--- config.mk ---
export PLATFORM = sky130hd
export DESIGN_NAME = light_adc_calibrate_and_level
export DESIGN_NICKNAME = d
export VERILOG_FILES = /design/src/hw/rtl/lacl_pkg.sv /design/src/hw/rtl/lacl_divider.sv /design/src/hw/rtl/light_adc_calibrate_and_level.sv
export VERILOG_INCLUDE_DIRS = /design/src /design/src/hw/rtl
export SDC_FILE = /design/constraint.sdc
export NUM_CORES = 2
export LEC_CHECK = 0
export BUFFER_PORTS_ARGS = -buffer_cell sky130_fd_sc_hd__buf_2
export CORE_UTILIZATION = 45
export CTS_BUF_LIST = sky130_fd_sc_hd__clkbuf_4
export DETAILED_ROUTE_END_ITERATION = 8
export GPL_TIMING_DRIVEN = 0
export SYNTH_ARGS = -nofsm -noshare
export SYNTH_HDL_FRONTEND = slang
export SYNTH_SLANG_ARGS = --single-unit
--- constraint.sdc ---
create_clock -name clk -period 8.9 [get_ports clk]
set_clock_uncertainty 0.1 [all_clocks]
set_input_delay 0.89 -clock clk [delete_from_list [all_inputs] [get_ports clk]]
set_output_delay 0.89 -clock clk [all_outputs]
set_load 0.02 [all_outputs]
--- src/hw/rtl/light_adc_calibrate_and_level_defines.svh ---
// Assertion macros shared by the light level quantizer sources.
`ifndef LIGHT_ADC_CALIBRATE_AND_LEVEL_DEFINES_SVH
`define LIGHT_ADC_CALIBRATE_AND_LEVEL_DEFINES_SVH

// Implication checked at every clock edge outside reset.
`define LACL_ASSERT_IMPL(label, clk, rst_n, ante, cons, msg) \
    label: assert property (@(posedge clk) disable iff (!rst_n) (ante) |-> (cons)) \
        else $error(msg);

// Condition that must hold at every clock edge outside reset.
`define LACL_ASSERT_ALWAYS(label, clk, rst_n, expr, msg) \
    label: assert property (@(posedge clk) disable iff (!rst_n) (expr)) \
        else $error(msg);

`endif

--- src/hw/rtl/lacl_pkg.sv ---
`default_nettype none

package lacl_pkg;

    // Fixed field widths.
    localparam int VALUE_BITS      = 16;
    localparam int GAIN_BITS       = 16;
    localparam int LEVEL_BITS      = 4;
    localparam int THRESHOLD_SLOTS = 10;
    localparam int CFG_IDX_BITS    = 3;
    localparam int CFG_DATA_BITS   = 64;

    // Defaults for the top-level parameters.
    localparam int NUM_LEVELS_DEF  = 10;
    localparam int SAMPLE_BITS_DEF = 16;

    localparam logic [VALUE_BITS-1:0] VALUE_MAX = 16'hFFFF;

    // Configuration register indexes.
    localparam logic [CFG_IDX_BITS-1:0] CFG_CALIB_MODE  = 3'd0;
    localparam logic [CFG_IDX_BITS-1:0] CFG_GOLDEN_GAIN = 3'd1;
    localparam logic [CFG_IDX_BITS-1:0] CFG_CALIB_GAIN  = 3'd2;
    localparam logic [CFG_IDX_BITS-1:0] CFG_THR_LOW     = 3'd3;
    localparam logic [CFG_IDX_BITS-1:0] CFG_THR_MID     = 3'd4;
    localparam logic [CFG_IDX_BITS-1:0] CFG_THR_HIGH    = 3'd5;

    // Control tag that travels with each word through the divider.
    typedef struct packed {
        logic valid;
        logic sat;
    } div_tag_t;

endpackage

`default_nettype wire

--- src/hw/rtl/lacl_divider.sv ---
`default_nettype none
`include "light_adc_calibrate_and_level_defines.svh"

// Pipelined restoring divider, one quotient bit per stage.
// A word passes through the entry stage and then the quotient-bit stages in order.
module lacl_divider #(
    parameter int SAMPLE_BITS = lacl_pkg::SAMPLE_BITS_DEF
) (
    input  wire logic                                       clk,
    input  wire logic                                       rst_n,
    input  wire logic                                       in_valid,
    input  wire logic [SAMPLE_BITS+lacl_pkg::GAIN_BITS-1:0] dividend,
    input  wire logic [lacl_pkg::GAIN_BITS-1:0]             divisor,
    input  wire logic [SAMPLE_BITS-1:0]                     in_sample,
    output lacl_pkg::div_tag_t                              out_tag,
    output logic      [lacl_pkg::VALUE_BITS-1:0]            quotient,
    output logic      [SAMPLE_BITS-1:0]                     out_sample
);
    import lacl_pkg::*;

    localparam int PROD_BITS = SAMPLE_BITS + GAIN_BITS;

    div_tag_t               tag_reg [0:VALUE_BITS];
    logic [GAIN_BITS-1:0]   rem_reg [0:VALUE_BITS];
    logic [VALUE_BITS-1:0]  low_reg [0:VALUE_BITS];
    logic [VALUE_BITS-1:0]  q_reg   [0:VALUE_BITS];
    logic [SAMPLE_BITS-1:0] smp_reg [0:VALUE_BITS];

    logic [SAMPLE_BITS-1:0] dividend_hi;
    logic                   sat_next;

    // The quotient overflows 16 bits exactly when the upper part is not below the divisor.
    assign dividend_hi = dividend[PROD_BITS-1:VALUE_BITS];
    assign sat_next    = GAIN_BITS'(dividend_hi) >= divisor;

    // Entry stage: saturation check and loading of the partial remainder.
    always_ff @(posedge clk or negedge rst_n)
    begin
        if (!rst_n)
        begin
            tag_reg[0] <= '0;
        end
        else
        begin
            tag_reg[0].valid <= in_valid;
            tag_reg[0].sat   <= sat_next;
        end
    end

    always_ff @(posedge clk)
    begin
        rem_reg[0] <= GAIN_BITS'(dividend_hi);
        low_reg[0] <= dividend[VALUE_BITS-1:0];
        q_reg[0]   <= '0;
        smp_reg[0] <= in_sample;
    end

    // One quotient bit per stage.
    for (genvar k = 1; k <= VALUE_BITS; k++)
    begin : g_stage
        logic [GAIN_BITS:0]   shifted;
        logic [GAIN_BITS:0]   diff;
        logic                 ge;

        assign shifted = {rem_reg[k-1], low_reg[k-1][VALUE_BITS-1]};
        assign diff    = shifted - {1'b0, divisor};
        assign ge      = shifted >= {1'b0, divisor};

        always_ff @(posedge clk or negedge rst_n)
        begin
            if (!rst_n)
            begin
                tag_reg[k] <= '0;
            end
            else
            begin
                tag_reg[k] <= tag_reg[k-1];
            end
        end

        always_ff @(posedge clk)
        begin
            rem_reg[k] <= ge ? diff[GAIN_BITS-1:0] : shifted[GAIN_BITS-1:0];
            low_reg[k] <= {low_reg[k-1][VALUE_BITS-2:0], 1'b0};
            q_reg[k]   <= {q_reg[k-1][VALUE_BITS-2:0], ge};
            smp_reg[k] <= smp_reg[k-1];
        end
    end

    assign out_tag    = tag_reg[VALUE_BITS];
    assign quotient   = q_reg[VALUE_BITS];
    assign out_sample = smp_reg[VALUE_BITS];

    // Each word moves one stage per cycle, so the last stage registers the valid bit of the stage before it.
    `LACL_ASSERT_ALWAYS(a_div_depth, clk, rst_n,
        out_tag.valid == $past(tag_reg[VALUE_BITS-1].valid), "divider lost or invented a word")
    // A finished unsaturated division leaves a remainder below the divisor.
    `LACL_ASSERT_IMPL(a_div_rem, clk, rst_n, out_tag.valid && !out_tag.sat,
        rem_reg[VALUE_BITS] < divisor, "divider remainder not reduced")
    // A word whose upper part reached the divisor is always flagged as saturated on entry.
    `LACL_ASSERT_IMPL(a_div_sat, clk, rst_n, tag_reg[0].valid && !tag_reg[0].sat,
        rem_reg[0] < divisor, "divider entry saturation flag wrong")

endmodule

`default_nettype wire

--- src/hw/rtl/light_adc_calibrate_and_level.sv ---
// A word passes through the product register, the divider, the compare register and the result register.
// Throughput: one word per cycle; busy stays low, the pipeline takes a word every cycle.
// The 17-stage divider, an entry stage plus one stage per quotient bit, sets the latency.
// Reset clears the valid bits and loads calibrating_mode 0, both gains 1 and zero thresholds.
// The receiver cannot stall: each result is shown with done for one cycle.
`default_nettype none
`include "light_adc_calibrate_and_level_defines.svh"

module light_adc_calibrate_and_level #(
    parameter int NUM_LEVELS  = lacl_pkg::NUM_LEVELS_DEF,
    parameter int SAMPLE_BITS = lacl_pkg::SAMPLE_BITS_DEF
) (
    input  wire logic                                 clk,
    input  wire logic                                 rst_n,
    input  wire logic                                 start,
    output logic                                      busy,
    input  wire logic [lacl_pkg::VALUE_BITS-1:0]      adc_sample,
    input  wire logic                                 cfg_wen,
    input  wire logic [lacl_pkg::CFG_IDX_BITS-1:0]    cfg_index,
    input  wire logic [lacl_pkg::CFG_DATA_BITS-1:0]   cfg_data,
    output logic                                      done,
    output logic      [lacl_pkg::VALUE_BITS-1:0]      scaled_value,
    output logic      [lacl_pkg::LEVEL_BITS-1:0]      light_level
);
    import lacl_pkg::*;

    localparam int PROD_BITS = SAMPLE_BITS + GAIN_BITS;
    localparam int THR_BITS  = THRESHOLD_SLOTS * VALUE_BITS;

    // Configuration registers.
    logic                     calib_mode_reg;
    logic [GAIN_BITS-1:0]     golden_gain_reg;
    logic [GAIN_BITS-1:0]     calib_gain_reg;
    logic [63:0]              thr_low_reg;
    logic [63:0]              thr_mid_reg;
    logic [31:0]              thr_high_reg;

    // Pipeline registers.
    logic                     prod_valid_reg;
    logic [PROD_BITS-1:0]     prod_reg;
    logic [SAMPLE_BITS-1:0]   prod_smp_reg;
    logic [PROD_BITS-1:0]     prod_next;

    div_tag_t                 div_tag;
    logic [VALUE_BITS-1:0]    div_quot;
    logic [SAMPLE_BITS-1:0]   div_smp;

    logic                     cmp_valid_reg;
    logic [VALUE_BITS-1:0]    cmp_value_reg;
    logic [NUM_LEVELS-1:0]    cmp_hit_reg;
    logic                     cmp_fallback_reg;
    logic [VALUE_BITS-1:0]    value_next;
    logic [NUM_LEVELS-1:0]    hit_next;
    logic                     fallback_next;

    logic                     done_reg;
    logic [VALUE_BITS-1:0]    scaled_reg;
    logic [LEVEL_BITS-1:0]    level_reg;
    logic [LEVEL_BITS-1:0]    level_next;

    logic [THR_BITS-1:0]      thr_all;

    assign busy = 1'b0;

    // Configuration write port.
    always_ff @(posedge clk or negedge rst_n)
    begin
        if (!rst_n)
        begin
            calib_mode_reg  <= 1'b0;
            golden_gain_reg <= GAIN_BITS'(1);
            calib_gain_reg  <= GAIN_BITS'(1);
            thr_low_reg     <= '0;
            thr_mid_reg     <= '0;
            thr_high_reg    <= '0;
        end
        else if (cfg_wen)
        begin
            unique case (cfg_index)
                CFG_CALIB_MODE:  calib_mode_reg  <= cfg_data[0];
                CFG_GOLDEN_GAIN: golden_gain_reg <= cfg_data[GAIN_BITS-1:0];
                CFG_CALIB_GAIN:  calib_gain_reg  <= cfg_data[GAIN_BITS-1:0];
                CFG_THR_LOW:     thr_low_reg     <= cfg_data;
                CFG_THR_MID:     thr_mid_reg     <= cfg_data;
                CFG_THR_HIGH:    thr_high_reg    <= cfg_data[31:0];
                default:         ;
            endcase
        end
    end

    // Stage 1: sample times golden gain.
    assign prod_next = PROD_BITS'(adc_sample[SAMPLE_BITS-1:0]) * PROD_BITS'(golden_gain_reg);

    always_ff @(posedge clk or negedge rst_n)
    begin
        if (!rst_n)
        begin
            prod_valid_reg <= 1'b0;
        end
        else
        begin
            prod_valid_reg <= start && !busy;
        end
    end

    always_ff @(posedge clk)
    begin
        prod_reg     <= prod_next;
        prod_smp_reg <= adc_sample[SAMPLE_BITS-1:0];
    end

    // Stages 2 to 18: divide by the calibrated gain.
    lacl_divider #(
        .SAMPLE_BITS (SAMPLE_BITS)
    ) u_div (
        .clk        (clk),
        .rst_n      (rst_n),
        .in_valid   (prod_valid_reg),
        .dividend   (prod_reg),
        .divisor    (calib_gain_reg),
        .in_sample  (prod_smp_reg),
        .out_tag    (div_tag),
        .quotient   (div_quot),
        .out_sample (div_smp)
    );

    // Stage 19: pick the value and compare it against every threshold.
    assign thr_all = {thr_high_reg, thr_mid_reg, thr_low_reg};

    always_comb
    begin
        logic all_zero;
        all_zero = 1'b1;
        if (calib_mode_reg)
        begin
            value_next = VALUE_BITS'(div_smp);
        end
        else if (div_tag.sat)
        begin
            value_next = VALUE_MAX;
        end
        else
        begin
            value_next = div_quot;
        end
        for (int i = 0; i < NUM_LEVELS; i++)
        begin
            hit_next[i] = (thr_all[i*VALUE_BITS +: VALUE_BITS] != '0)
                       && (value_next <= thr_all[i*VALUE_BITS +: VALUE_BITS]);
            if (thr_all[i*VALUE_BITS +: VALUE_BITS] != '0)
            begin
                all_zero = 1'b0;
            end
        end
        fallback_next = all_zero && (value_next == '0);
    end

    always_ff @(posedge clk or negedge rst_n)
    begin
        if (!rst_n)
        begin
            cmp_valid_reg <= 1'b0;
        end
        else
        begin
            cmp_valid_reg <= div_tag.valid;
        end
    end

    always_ff @(posedge clk)
    begin
        cmp_value_reg    <= value_next;
        cmp_hit_reg      <= hit_next;
        cmp_fallback_reg <= fallback_next;
    end

    // Stage 20: first matching threshold wins.
    always_comb
    begin
        level_next = cmp_fallback_reg ? LEVEL_BITS'(NUM_LEVELS - 1) : '0;
        for (int i = NUM_LEVELS - 1; i >= 0; i--)
        begin
            if (cmp_hit_reg[i])
            begin
                level_next = LEVEL_BITS'(i);
            end
        end
    end

    always_ff @(posedge clk or negedge rst_n)
    begin
        if (!rst_n)
        begin
            done_reg <= 1'b0;
        end
        else
        begin
            done_reg <= cmp_valid_reg;
        end
    end

    always_ff @(posedge clk)
    begin
        scaled_reg <= cmp_value_reg;
        level_reg  <= level_next;
    end

    assign done         = done_reg;
    assign scaled_value = scaled_reg;
    assign light_level  = level_reg;

    // The level never leaves the configured range.
    `LACL_ASSERT_IMPL(a_level_range, clk, rst_n, done,
        light_level <= LEVEL_BITS'(NUM_LEVELS - 1), "light level out of range")
    // A nonzero level needs a matching threshold or the all-cleared fallback behind it.
    `LACL_ASSERT_IMPL(a_level_hit, clk, rst_n,
        cmp_valid_reg && (cmp_hit_reg == '0) && !cmp_fallback_reg,
        level_next == '0, "level without matching threshold")
    // Each result word follows a compared word through the result register.
    `LACL_ASSERT_ALWAYS(a_done_follow, clk, rst_n,
        done == $past(cmp_valid_reg), "result strobe out of step")

endmodule

`default_nettype wire

# Yosys cells after proc, flatten, opt, wreduce, memory -nomap -nowiden

Memories as Yosys holds them, arrays and structs flattened.
Cells that the tools add are included.

Register bits: 325
Bits in latches: 0
Bits in writable memories: 1088
Memory bits (read-only): 0
Bits of input ports: 87
Output and inout bits: 22
Word-level logic and storage cells: 176
Memories: 4

Memory list:

| memory        | words | width | read ports | clocked after Yosys merged registers in | wr ports | line               | text |
|---|---|---|---|---|---|---|---|
| u_div.low_reg | 17    | 16    | 16         | 0                                       | 17       | lacl_divider.sv:25 | `logic [VALUE_BITS-1:0] low_reg [0:VALUE_BITS];` |
| u_div.q_reg   | 17    | 16    | 17         | 0                                       | 17       | lacl_divider.sv:26 | `logic [VALUE_BITS-1:0] q_reg [0:VALUE_BITS];` |
| u_div.rem_reg | 17    | 16    | 16         | 0                                       | 17       | lacl_divider.sv:24 | `logic [GAIN_BITS-1:0] rem_reg [0:VALUE_BITS];` |
| u_div.smp_reg | 17    | 16    | 17         | 0                                       | 17       | lacl_divider.sv:27 | `logic [SAMPLE_BITS-1:0] smp_reg [0:VALUE_BITS];` |

Add/subtract/negate cells: 16
$mul: 1
Divide/modulo/power cells: 0
Order comparisons: 27
Eq/ne operators: 5
Shift-type cells: 0
Mux-type cells: 38
Bitwise operators: 0
Reductions and logical operators: 32

Operator list:

| kind                                                                  | count |
|---|---|
| 16-bit two-way mux                                                    | 18 |
| 17-bit by 16-bit >= comparator with 1-bit output                      | 16 |
| 16-bit subtractor                                                     | 16 |
| 16-bit less-or-equal comparator                                       | 10 |
| 16-bit nonzero test                                                   | 10 |
| 16-bit by 16-bit multiplier with 32-bit output                        | 1 |
| 16-bit >= comparator                                                  | 1 |
| 16-bit zero test                                                      | 1 |
| 3-bit two-way mux                                                     | 4 |
| 4-bit two-way mux                                                     | 3 |
| 2-bit AND reduction                                                   | 6 |
| 1-bit logical AND                                                     | 11 |
| 1-bit two-way mux                                                     | 11 |
| 8-bit OR reduction                                                    | 1 |
| 3-bit by 2-bit equality test with 1-bit output, second input constant | 2 |
| 3-bit equality test, second input constant                            | 2 |
| 2-bit two-way mux                                                     | 2 |
| 4-bit OR reduction                                                    | 1 |
| 3-bit by 1-bit equality test with 1-bit output, second input constant | 1 |
| 3-bit zero test                                                       | 1 |
| 2-bit OR reduction                                                    | 1 |

# Longest topological paths before layout

Depth in word-level cells: 12
Gate-level depth with buffers: 24
Mapped depth without buffers: 23

# Modules after synthesis

Synthesis repeated with hierarchy kept, for this count alone.

Cell total of the unflattened synthesis: 5014
Area, all modules: 53234.8 sq um

By module, submodules not included:

| module                        | instances | cells each | area an instance (sq um) | seq. area each (sq um) |
|---|---|---|---|---|
| lacl_divider                  | 1         | 2784       | 31012.2                  | 16866.2 |
| light_adc_calibrate_and_level | 1         | 2230       | 22222.6                  | 6809.0 |

# Worst setup path after synthesis

No wires, ideal clock.

Path type: in2reg
Start point: input adc_sample[5] (netlist name)
End point: register prod_reg[31]
Setup time: 120 ps
Arrival time: 6517 ps
Data required time: 8680 ps
Setup slack: 2162 ps
Cell stages on the path: 21
Path buffers: 1
Cells stage by stage: clkbuf_1 nand2_1 fa_1 inv_1 fa_1 fa_1 fa_1 fa_1 inv_1 fa_1 inv_1 ha_1 nand4_1 or2_2 or4_1 o211a_1 nor2b_1 o21ai_0 a221o_1 a21oi_1 xnor2_1

Longest elaborated chain between the ends: 1

Ends and longest elaborated chain:

| what                                           | line                                 | text |
|---|---|---|
| start, declared                                | light_adc_calibrate_and_level.sv:17  | `input wire logic [lacl_pkg::VALUE_BITS-1:0] adc_sample,` |
| 16-bit by 16-bit multiplier with 32-bit output | light_adc_calibrate_and_level.sv:92  | `assign prod_next = PROD_BITS'(adc_sample[SAMPLE_BITS-1:0]) * PROD_BITS'(golden_gain_reg);` |
| via prod_next[31]                              | light_adc_calibrate_and_level.sv:42  | `logic [PROD_BITS-1:0] prod_next;` |
| end signal, assigned                           | light_adc_calibrate_and_level.sv:108 | `prod_reg <= prod_next;` |
| end, declared                                  | light_adc_calibrate_and_level.sv:40  | `logic [PROD_BITS-1:0] prod_reg;` |

The timed path passes the listed nets, and every way through them passes these cells.
A chain may end at the register's enable or synchronous reset.

# Worst setup path in the final report

Start point: register golden_gain_reg[3]
End point: register prod_reg[30]

Longest elaborated chain between the ends: 1

Ends and longest elaborated chain:

| what                                           | line                                | text |
|---|---|---|
| start, declared                                | light_adc_calibrate_and_level.sv:32 | `logic [GAIN_BITS-1:0] golden_gain_reg;` |
| start signal, assigned                         | light_adc_calibrate_and_level.sv:81 | `CFG_GOLDEN_GAIN: golden_gain_reg <= cfg_data[GAIN_BITS-1:0];` |
| 16-bit by 16-bit multiplier with 32-bit output | light_adc_calibrate_and_level.sv:92 |  |
| via prod_next[30]                              | light_adc_calibrate_and_level.sv:42 |  |

The timed path passes the listed nets, and every way through them passes these cells.

==> qor.txt <==
die width: 345 um
largest net degree at the start of global routing: 107
antenna violations before repair: 5
Critical Path AT: 8530 ps
r2r worst-path depth: 20
setup TNS: 0 ps
Pre-Repair DR Iteration Count: 6
detailed placement HPWL: 94.0 mm
First DRT Iteration DRCs: 1919
outcome: finished clean
# DRC: 0
Fin. Hold Viols: 0
final net count: 6282
crit end category: flip-flop
num ports: 109
Post-Syn Nets: 5770
Core Area: 116000 sq um
final core utilization: 51.8%
Post-Synthesis Cells: 4938
Post-Syn Area per Cell: 10.7 sq um
Hold Path Depth: 0
Yosys cell types: 70
CTS tree: built
setup bufs post-CTS: 0
Worst Hold Launch: u_div.low_reg[0][204]
vias in the first global route: 37297
Tcrit/Tclk final: 85.7%
Worst-path clk slew: 60 ps
cells resized by post-CTS repair: 0
most frequent cells in the layout: 895 x dfxtp_1, 536 x ha_1, 476 x inv_1
gpl congestion: 0.903
PortBufs: 107
max-cap viol count: 0
worst slew pin tran: 1430 ps
Setup Crit Path Kind: reg2reg
clock buffer depth: 4
CTS Hold Bufs: 85
Clock Sink Count: 1125
Congestion Overflow GR: 0
Initial Util: 45.5%
WL final: 131 mm
# setup viols final: 0
CP Max Fanout: 10
layout cells sized above 1: 16.0%
synthesis-stage register bit count: 1125
Hold Path End: u_div.low_reg[0][221]
via count: 37396
sequential fraction of the synthesis area: 44.8%
startpoint types: flip-flop
die height: 345 um
Layout area overhead: 14.0%
most common cell after layout, fill and taps aside: dfxtp_1
worst min-delay path class: reg2reg
post-DR vias/cell: 5.20
Worst Path Required: 9810 ps
Tmin final: 7630 ps
gr usage total: 22.2%
Max-slew headroom: 4.53%
num rows: 125
number of flip-flops in the largest register: 272
Reg2Reg Setup Slack: 1270 ps
Critical R2R Capture: prod_reg[30]
number of routed nets with antenna violations: 0
Ys Warns: 0
Worst-Skew Late Latency: 1170 ps
async set-reset flop share out of synthesis: 20.4%
RSZ-0062 raised after global routing: false
die area: 119000 sq um
H-Tree Depth: 5
RR Startpoint: golden_gain_reg[3]
Num CTS Buffers: 300
first-pass GRT wire length: 203 mm
Synth Cell Area: 52900 sq um
average wire per standard cell: 18.2 um
EDFF count, synth: 0
top_reg_cell synth: dfxtp_1
fmax: 131 MHz
clk root buf: clkbuf_4
max-slew violation count: 0
-- worst max-delay path, cell delays in order, from the launching register on --
cell	delay (ps)
dfrtp_1	650
clkbuf_1	500
nand2_1	170
fa_1	630
fa_1	480
fa_1	510
fa_1	510
inv_1	60
fa_1	540
inv_1	60
fa_1	530
inv_1	40
ha_1	360
a21oi_1	280
nand2_1	80
o32ai_1	450
a31oi_1	320
a221oi_1	450
o21ai_0	240
a221oi_1	380
xnor2_1	160
-- area by class of cell --
cell class | count | area, sq um
diodes | 7 | 17.5
plain buffers | 98 | 415
clock buffers | 446 | 3350
clock inverters | 65 | 375
fillers | 10612 | 56000
inverters | 477 | 1790
multi-input cells | 3238 | 27100
flip-flops and latches | 1125 | 23700
well taps | 1524 | 1910
repair buffers | 210 | 1710
-- cell families (layout without fill, tap and decap cells) --
logic type      count (synthesis)  count (layout)  share of synthesized area (%)
xor+xnor                      195             195                           3.23
mux                           279             279                           6.03
simple gates                 1109            1109                           10.3
other cells                     1               8                        0.00709
fa+ha+maj                     745             745                           20.6
compound gates                909             909                           11.0
flops                        1125            1125                           44.8
buf+inv                       575            1296                           4.17
-- synthesized netlist by cell type (19+ instances only) --
library cell  number  area, sq um
dfxtp_1          895        17900
ha_1             536         6710
inv_1            477         1790
nand2_1          337         1260
o21ai_0          256         1280
a21oi_1          240         1200
mux2_2           234         2640
nor2_1           229          860
dfrtp_1          228         5710
fa_1             209         4180
xnor2_1          133         1160
and2_1           129          807
o21a_1            98          736
a21o_1            93          698
nand4_1           90          563
clkbuf_1          85          319
nor4_1            69          432
nor3_1            63          315
xor2_1            62          543
nor2b_1           58          363
nand3_1           47          235
nand2b_1          36          225
a211oi_1          26          195
mux2i_1           24          240
o21bai_1          24          180
mux2_4            21          315
o31ai_1           21          158
o31a_1            20          175
a31oi_1           19          119
-- layer usage --
layer / up-vias / global-route usage [%] / wire, um
met1: 18021 / 27.6 / 57300
met4: 0 / 10.3 / 4610
met5: - / 0 / 0
met3: 246 / 4.08 / 5950
met2: 903 / 37.2 / 63100
li1: 18226 / - / -
-- stage by stage --
step / std cells / area (sq um) / setup WS [ps] / hold slack (ps)
6_report: 7190 / 60300 / 1270 / 165
5_1_grt: 7186 / 60300 / 907 / 163
4_1_cts: 7183 / 60300 / 1320 / 71.8
3_5_place_dp: 6587 / 55700 / 861 / 212
3_3_place_gp: 6569 / 55300 / 922 / 210
2_1_floorplan: 4938 / 52900 / 2160 / 210
-- worst max path at each step --
stage	slack (ps)	cells after the start	to	startpoint
finish	1270	20	prod_reg[30]	golden_gain_reg[3]
global route	910	20	prod_reg[30]	golden_gain_reg[3]
CTS	1320	20	prod_reg[30]	golden_gain_reg[3]
detailed placement	860	21	prod_reg[30]	adc_sample[8]
global placement	920	21	prod_reg[30]	adc_sample[8]
floorplan	2160	21	prod_reg[31]	adc_sample[5]
Power is left out: the tool's default activity adds up to more than one toggle a clock period on the data nets, which glitch-free logic cannot reach.
